### src/design/assert_macros.svh
// Assertion macros shared by the design files.
`ifndef ASSERT_MACROS_SVH
`define ASSERT_MACROS_SVH
// Implication checked on every clock edge outside reset.
`define ASSERT_IMP(label, clk, rst_n, ante, cons) \
    label: assert property (@(posedge clk) disable iff (!rst_n) (ante) |-> (cons)) \
        else $error("assertion failed");
// Next-cycle implication checked outside reset.
`define ASSERT_NXT(label, clk, rst_n, ante, cons) \
    label: assert property (@(posedge clk) disable iff (!rst_n) (ante) |=> (cons)) \
        else $error("assertion failed");
`endif

### src/design/fftq16_pkg.sv
// ----------------------------------------------------------------------------
// FFT Q16 package
// Shared types, the twiddle table and controller command bundle.
// ----------------------------------------------------------------------------
package fftq16_pkg;

    localparam int RomPoints = 64;

    typedef struct packed {
        logic        load_wr;   // write a sample into the load bank
        logic [5:0]  load_addr;
        logic [5:0]  rd_a;
        logic [5:0]  rd_b;
        logic        src_b;     // read from bank B when set
        logic        rd_out;    // read is an output read
        logic [5:0]  wr_c;
        logic [5:0]  wr_d;
        logic [4:0]  tw_idx;
        logic        bf_issue;  // data of this read feeds the butterfly
    } fftq16_cmd_t;

    function automatic logic signed [17:0] cos_q16(input logic [4:0] k);
        logic signed [17:0] r;
        case (k)
            5'd0: r = 18'sd65536;
            5'd1: r = 18'sd65220;
            5'd2: r = 18'sd64276;
            5'd3: r = 18'sd62714;
            5'd4: r = 18'sd60547;
            5'd5: r = 18'sd57797;
            5'd6: r = 18'sd54491;
            5'd7: r = 18'sd50660;
            5'd8: r = 18'sd46340;
            5'd9: r = 18'sd41575;
            5'd10: r = 18'sd36409;
            5'd11: r = 18'sd30893;
            5'd12: r = 18'sd25079;
            5'd13: r = 18'sd19024;
            5'd14: r = 18'sd12785;
            5'd15: r = 18'sd6423;
            default: r = 18'sd0;
        endcase
        return r;
    endfunction

    function automatic logic signed [35:0] twiddle(input logic [4:0] i);
        logic signed [17:0] wr;
        logic signed [17:0] wi;
        if (i <= 5'd16)
        begin
            wr = cos_q16(i);
            wi = cos_q16(5'd16 - i);
        end
        else
        begin
            wr = -cos_q16(5'd0 - i) - 18'sd1;
            wi = cos_q16(i - 5'd16);
        end
        return {wr, wi};
    endfunction

endpackage

### src/design/fftq16_ctrl.sv
// ----------------------------------------------------------------------------
// FFT Q16 controller
// Sequences load, butterfly stages and the output of one frame.
// ----------------------------------------------------------------------------
module fftq16_ctrl
    import fftq16_pkg::*;
#(
    parameter int POINTS = 64
) (
    input  logic        clk,
    input  logic        rst_n,
    input  logic        in_valid,
    output logic        in_ready,
    output logic        out_valid,
    input  logic        out_ready,
    output logic        last,
    output fftq16_cmd_t cmd,
    input  logic        wb_busy
);
    localparam int AW = $clog2(POINTS);
    localparam int HALF = POINTS / 2;
    localparam int TwStep = RomPoints / POINTS;

    typedef enum logic [4:0] {
        ST_LOAD  = 5'b00001,
        ST_BFLY  = 5'b00010,
        ST_DRAIN = 5'b00100,
        ST_OUT   = 5'b01000,
        ST_HOLD  = 5'b10000
    } state_t;

    state_t        state_reg, state_next;
    logic [AW:0]   cnt_reg, cnt_next;
    logic [AW-1:0] bcnt_reg, bcnt_next;
    logic [AW-1:0] mj_log_reg, mj_log_next;
    logic          bank_b_reg, bank_b_next;
    logic [AW-1:0] ocnt_reg, ocnt_next;
    logic          ov_reg, ov_next;
    logic          pend_reg, pend_next;
    logic          ph_reg, ph_next;

    logic [AW-1:0] kmask, j_w, k_w, jw, jc, mj;
    logic          rd_fire;

    assign mj    = AW'(1) << mj_log_reg;
    assign kmask = mj - AW'(1);
    assign k_w   = bcnt_reg & kmask;
    assign jw    = bcnt_reg & ~kmask;
    assign jc    = AW'({1'b0, jw} << 1);
    assign j_w   = jw;

    assign in_ready  = (state_reg == ST_LOAD);
    assign out_valid = ov_reg;
    assign last      = ov_reg && (ocnt_reg == AW'(POINTS - 1));
    // Output read issued when output register free or being emptied.
    assign rd_fire   = (state_reg == ST_OUT) && !pend_reg
                       && (cnt_reg != (AW+1)'(POINTS)) && (!ov_reg || out_ready);

    always_comb
    begin
        state_next  = state_reg;
        cnt_next    = cnt_reg;
        bcnt_next   = bcnt_reg;
        mj_log_next = mj_log_reg;
        bank_b_next = bank_b_reg;
        ocnt_next   = ocnt_reg;
        ov_next     = ov_reg;
        pend_next   = pend_reg;
        ph_next     = ph_reg;
        cmd         = '0;
        cmd.src_b   = bank_b_reg;
        case (state_reg)
            ST_LOAD:
            begin
                cmd.load_addr = 6'(cnt_reg[AW-1:0]);
                if (in_valid)
                begin
                    cmd.load_wr = 1'b1;
                    if (cnt_reg == (AW+1)'(POINTS - 1))
                    begin
                        cnt_next    = '0;
                        bcnt_next   = '0;
                        mj_log_next = '0;
                        bank_b_next = 1'b0;
                        ph_next     = 1'b0;
                        state_next  = ST_BFLY;
                    end
                    else
                    begin
                        cnt_next = cnt_reg + 1'b1;
                    end
                end
            end
            ST_BFLY:
            begin
                // A butterfly writes two entries through one write port,
                // so issue alternates with an idle phase on ph_reg.
                cmd.bf_issue = !ph_reg;
                cmd.rd_a     = 6'(jw + k_w);
                cmd.rd_b     = 6'(AW'(HALF) + jw + k_w);
                cmd.wr_c     = 6'(jc + k_w);
                cmd.wr_d     = 6'(jc + mj + k_w);
                cmd.tw_idx   = 5'(32'(j_w) * TwStep);
                ph_next      = !ph_reg;
                if (ph_reg)
                begin
                    if (bcnt_reg == AW'(HALF - 1))
                    begin
                        bcnt_next  = '0;
                        state_next = ST_DRAIN;
                    end
                    else
                    begin
                        bcnt_next = bcnt_reg + 1'b1;
                    end
                end
            end
            ST_DRAIN:
            begin
                if (!wb_busy)
                begin
                    bank_b_next = !bank_b_reg;
                    if (mj_log_reg == AW'(AW - 1))
                    begin
                        ocnt_next  = '0;
                        cnt_next   = '0;
                        state_next = ST_OUT;
                    end
                    else
                    begin
                        mj_log_next = mj_log_reg + 1'b1;
                        state_next  = ST_BFLY;
                    end
                end
            end
            ST_OUT:
            begin
                cmd.rd_a   = 6'(cnt_reg[AW-1:0]);
                cmd.rd_out = rd_fire;
                if (ov_reg && out_ready)
                begin
                    ov_next = 1'b0;
                    if (ocnt_reg == AW'(POINTS - 1))
                    begin
                        state_next = ST_LOAD;
                        cnt_next   = '0;
                    end
                    else
                    begin
                        ocnt_next = ocnt_reg + 1'b1;
                    end
                end
                if (rd_fire)
                begin
                    pend_next = 1'b1;
                    state_next = ST_HOLD;
                end
            end
            ST_HOLD:
            begin
                // Registered read data becomes the output register.
                cmd.rd_a   = 6'(cnt_reg[AW-1:0]);
                pend_next  = 1'b0;
                ov_next    = 1'b1;
                cnt_next   = cnt_reg + 1'b1;
                state_next = ST_OUT;
            end
            default:
            begin
                state_next = ST_LOAD;
            end
        endcase
    end

    always_ff @(posedge clk or negedge rst_n)
    begin
        if (!rst_n)
        begin
            state_reg  <= ST_LOAD;
            cnt_reg    <= '0;
            bcnt_reg   <= '0;
            mj_log_reg <= '0;
            bank_b_reg <= 1'b0;
            ocnt_reg   <= '0;
            ov_reg     <= 1'b0;
            pend_reg   <= 1'b0;
            ph_reg     <= 1'b0;
        end
        else
        begin
            state_reg  <= state_next;
            cnt_reg    <= cnt_next;
            bcnt_reg   <= bcnt_next;
            mj_log_reg <= mj_log_next;
            bank_b_reg <= bank_b_next;
            ocnt_reg   <= ocnt_next;
            ov_reg     <= ov_next;
            pend_reg   <= pend_next;
            ph_reg     <= ph_next;
        end
    end

    `include "assert_macros.svh"
    `ASSERT_IMP(a_no_in_out, clk, rst_n, in_ready, !out_valid)
    `ASSERT_NXT(a_hold_ov, clk, rst_n, state_reg == ST_HOLD, out_valid)
    `ASSERT_IMP(a_last_cnt, clk, rst_n, last, ocnt_reg == AW'(POINTS - 1))
endmodule

### config.mk
export PLATFORM = sky130hd
export DESIGN_NAME = fftq16_ctrl
export DESIGN_NICKNAME = d
export VERILOG_FILES = /design/src/design/fftq16_pkg.sv /design/src/design/fftq16_ctrl.sv
export VERILOG_INCLUDE_DIRS = /design/src /design/src/design
export SDC_FILE = /design/constraint.sdc
export NUM_CORES = 1
export LEC_CHECK = 0
export BUFFER_PORTS_ARGS = -buffer_cell sky130_fd_sc_hd__buf_2
export CORE_MARGIN = 5
export CORE_UTILIZATION = 40
export CTS_CLUSTER_DIAMETER = 100
export DETAILED_ROUTE_END_ITERATION = 8
export PLACE_DENSITY = 0.57
export SLEW_MARGIN = 20
export SYNTH_ARGS = -nofsm -noshare
export SYNTH_HDL_FRONTEND = slang
export SYNTH_SLANG_ARGS = --single-unit
### constraint.sdc
create_clock -name clk -period 7 [get_ports clk]
set_input_delay 0.35 -clock clk [delete_from_list [all_inputs] [get_ports clk]]
set_output_delay 0.35 -clock clk [all_outputs]
set_load 0.02 [all_outputs]
==> results_dict.tcl <==
set metrics [dict create \
    status "finished clean" \
    dp_hpwl_mm 6.47 \
    total_leakage_power_nw 1.82 \
    postCtsResizedCells 0 \
    vias_per_cell 5.49 \
    synthDistinctLibCells 69 \
    synth_area_sq_mm 0.00339 \
    rsz0062_at_grt "no" \
    chipWidth_um 102 \
    drc_errors 0 \
    largest_reg_flops 7 \
    ctsRootBufferMaster "clkbuf_8" \
    firstDrtPassIters 4 \
    drive_gt1_frac 0.169 \
    yosys_warnings 0 \
    worst_path_dominant_cell_family "simple AND/OR/NAND/NOR gates" \
    core_area_sq_mm 0.00826 \
    cpPeakStageDelay_ns 0.63 \
    ant_nets 0 \
    setup_tns_ns 0 \
    required_ns 6.65 \
    final_cell_mix "buf_2, nand2_1, dfrtp_1" \
    syn-mean-instance-area_sq_um 8.34 \
    cts-buffers-inserted 5 \
    cts.hold.buffers_added 0 \
    post-route-period-util 0.727 \
    critPathMaxFanout 9 \
    grt_usage 0.165 \
    pre_cts_slack_ns 2.23 \
    finClkSkew_ns 0.00823 \
    post-cts-setup-buffer-count 0 \
    crit_buf_inv 4 \
    pwr-share-seq 0.354 \
    fin_ws_ns 1.91 \
    clkPwrFrac 0.193 \
    syn_nets 444 \
    grt_max_degree 35 \
    cts_tree "yes" \
    clkLatencyLatePin_ns 0.29 \
    cap_violations 0 \
    ys.flop_type "dfrtp_1" \
    vdd_drop_max_v 0.000150 \
    combPwrFrac 0.453 \
    num_io_pins 47 \
    fin_crit_ns 5.09 \
    clock_path_buffers 2 \
    route.vias.total 2984 \
    drtIter0Drc 130 \
    start_kind "flip-flop" \
    grt_pass1_vias 2871 \
    antenna_found_initial 0 \
    routed_wl_mm 8.34 \
    relSlewSlack 0.402 \
    hold_class "primary input to asynchronous set/reset pin" \
    intPower_mw 0.444 \
    fmax_mhz 196 \
    ys_ff_latch 34 \
    clk_pin_slew_ns 0.08 \
    diodes 0 \
    rows 33 \
    gr-total-overflow 0 \
    path_cells "or4_1, nor3_1, inv_1, ha_1, xnor2_1, nand2b_1, inv_1, fa_1, inv_1, fa_1, nor2b_1, o21ai_0, nand2b_1, xor3_1, mux2i_1, buf_2" \
    async_flop_share 1.00 \
    die_y_um 102 \
    wl_per_cell_um 15.3 \
    dieArea_sq_mm 0.0104 \
    synthCells 407 \
    layout_commonest_cell "buf_2" \
    cpMostUsedCell "inv_1" \
    cts.sinks 34 \
    critPathArrivalTime_ns 4.74 \
    p_per_area_mw_per_mm2 217 \
    final_max_slew_viol_count 0 \
    setup_viol 0 \
    htree_levels 2 \
    start_util 0.411 \
    swShare 0.452 \
    finalHoldViolations 0 \
    grt_pass1_wl_mm 13.9 \
    tightestPinTransition_ns 0.889 \
    portBuffers 46 \
    area_growth_pct 9.88 \
    gp_congestion 0.796 \
    worst_setup_path_end_kind "output pin" \
    synth-edff-count 0 \
    finalNetCount 475 \
    critPathKind "flip-flop to output pin" \
    cp_slowest_cell "or4_1" \
    seq_area_frac_synth 0.251 \
    switching_power_mw 0.366 \
]
## cell type report
cell class                 instances  area, sq um
multi-input combinational        323         2310
clock inverter                     2         12.5
fill                             861         4530
sequential                        34          852
inverter                          27          101
tap                              105          131
clock buffer                       6         82.6
timing repair buffer              47          238
## power by group through the flow
| stage | clock [mW] | sequential (mW) | combinational, mW |
|---|---|---|---|
| after floorplan | 0 | 0.253 | 0.308 |
| after global placement | 0 | 0.291 | 0.366 |
| after detailed placement | 0 | 0.290 | 0.370 |
| after CTS | 0.163 | 0.286 | 0.372 |
| after global routing | 0.170 | 0.293 | 0.408 |
| final | 0.157 | 0.286 | 0.367 |
## logic make-up (layout without fill, tap and decap cells)
| group | Yosys count | in the layout | synth area share |
|---|---|---|---|
| AO/OA/AOI/OAI | 106 | 106 | 0.208 |
| flip-flops | 34 | 34 | 0.251 |
| other | 1 | 1 | 0.00110 |
| multiplexers | 2 | 2 | 0.00590 |
| AND/OR/NAND/NOR | 166 | 166 | 0.279 |
| adder cells (fa/ha/maj) | 32 | 32 | 0.138 |
| buffers and inverters | 50 | 82 | 0.0678 |
| XOR/XNOR | 16 | 16 | 0.0498 |
## cells in the mapped netlist (5+ instances only)
cell type | instances | area [sq um]
nand2b_1 | 9 | 56.3
o21ai_0 | 28 | 140
and2_1 | 15 | 93.8
nand3_1 | 11 | 55.1
a21oi_1 | 17 | 85.1
nand2_1 | 37 | 139
dfrtp_1 | 33 | 826
or4_1 | 5 | 37.5
xnor2_1 | 11 | 96.3
nor3_1 | 10 | 50.1
fa_1 | 9 | 180
a21o_1 | 9 | 67.6
a22o_1 | 7 | 61.3
o21ai_1 | 8 | 40.0
clkbuf_1 | 13 | 48.8
inv_1 | 25 | 93.8
and3_1 | 12 | 75.1
nor2_1 | 30 | 113
ha_1 | 23 | 288
o31ai_1 | 10 | 75.1
## routing by layer
| layer | track usage | share of wire | vias up | wire, um |
|---|---|---|---|---|
| met1 | 0.218 | 0.47 | 1418 | 3940 |
| met3 | 0.0225 | 0.029 | 9 | 245 |
| met5 | 0 | 0 | - | 0 |
| li1 | - | - | 1512 | - |
| met4 | 0.0333 | 0.0091 | 0 | 76 |
| met2 | 0.289 | 0.49 | 45 | 4080 |
## stage by stage
step                      hold WS (ns)  cell area (sq um)  instances  power (mW)  utilization
after floorplan                 0.0544               3390        407       0.561            -
after global placement           0.470               3630        536       0.657        0.440
after detailed placement         0.471               3630        536       0.660        0.440
after CTS                        0.161               3730        544       0.820        0.452
after global routing             0.206               3730        544       0.872        0.452
final                            0.140               3730        544       0.810        0.452
## path summary, 6_finish.rpt
check                               from             to  slack (ns)  cells past startpoint
max in group asynchronous          rst_n     cnt_reg[0]        6.36                      1
max reg2reg                   cnt_reg[0]  mj_log_reg[5]        4.58                      6
max                        mj_log_reg[3]        cmd[11]        1.91                     16
min reg2reg                  ocnt_reg[5]    ocnt_reg[5]        0.49                      1
min                                rst_n    ocnt_reg[5]        0.14                      1
min in group clk                 wb_busy   state_reg[2]        0.36                      3
Note: power is estimated with default switching activity, not from simulation.
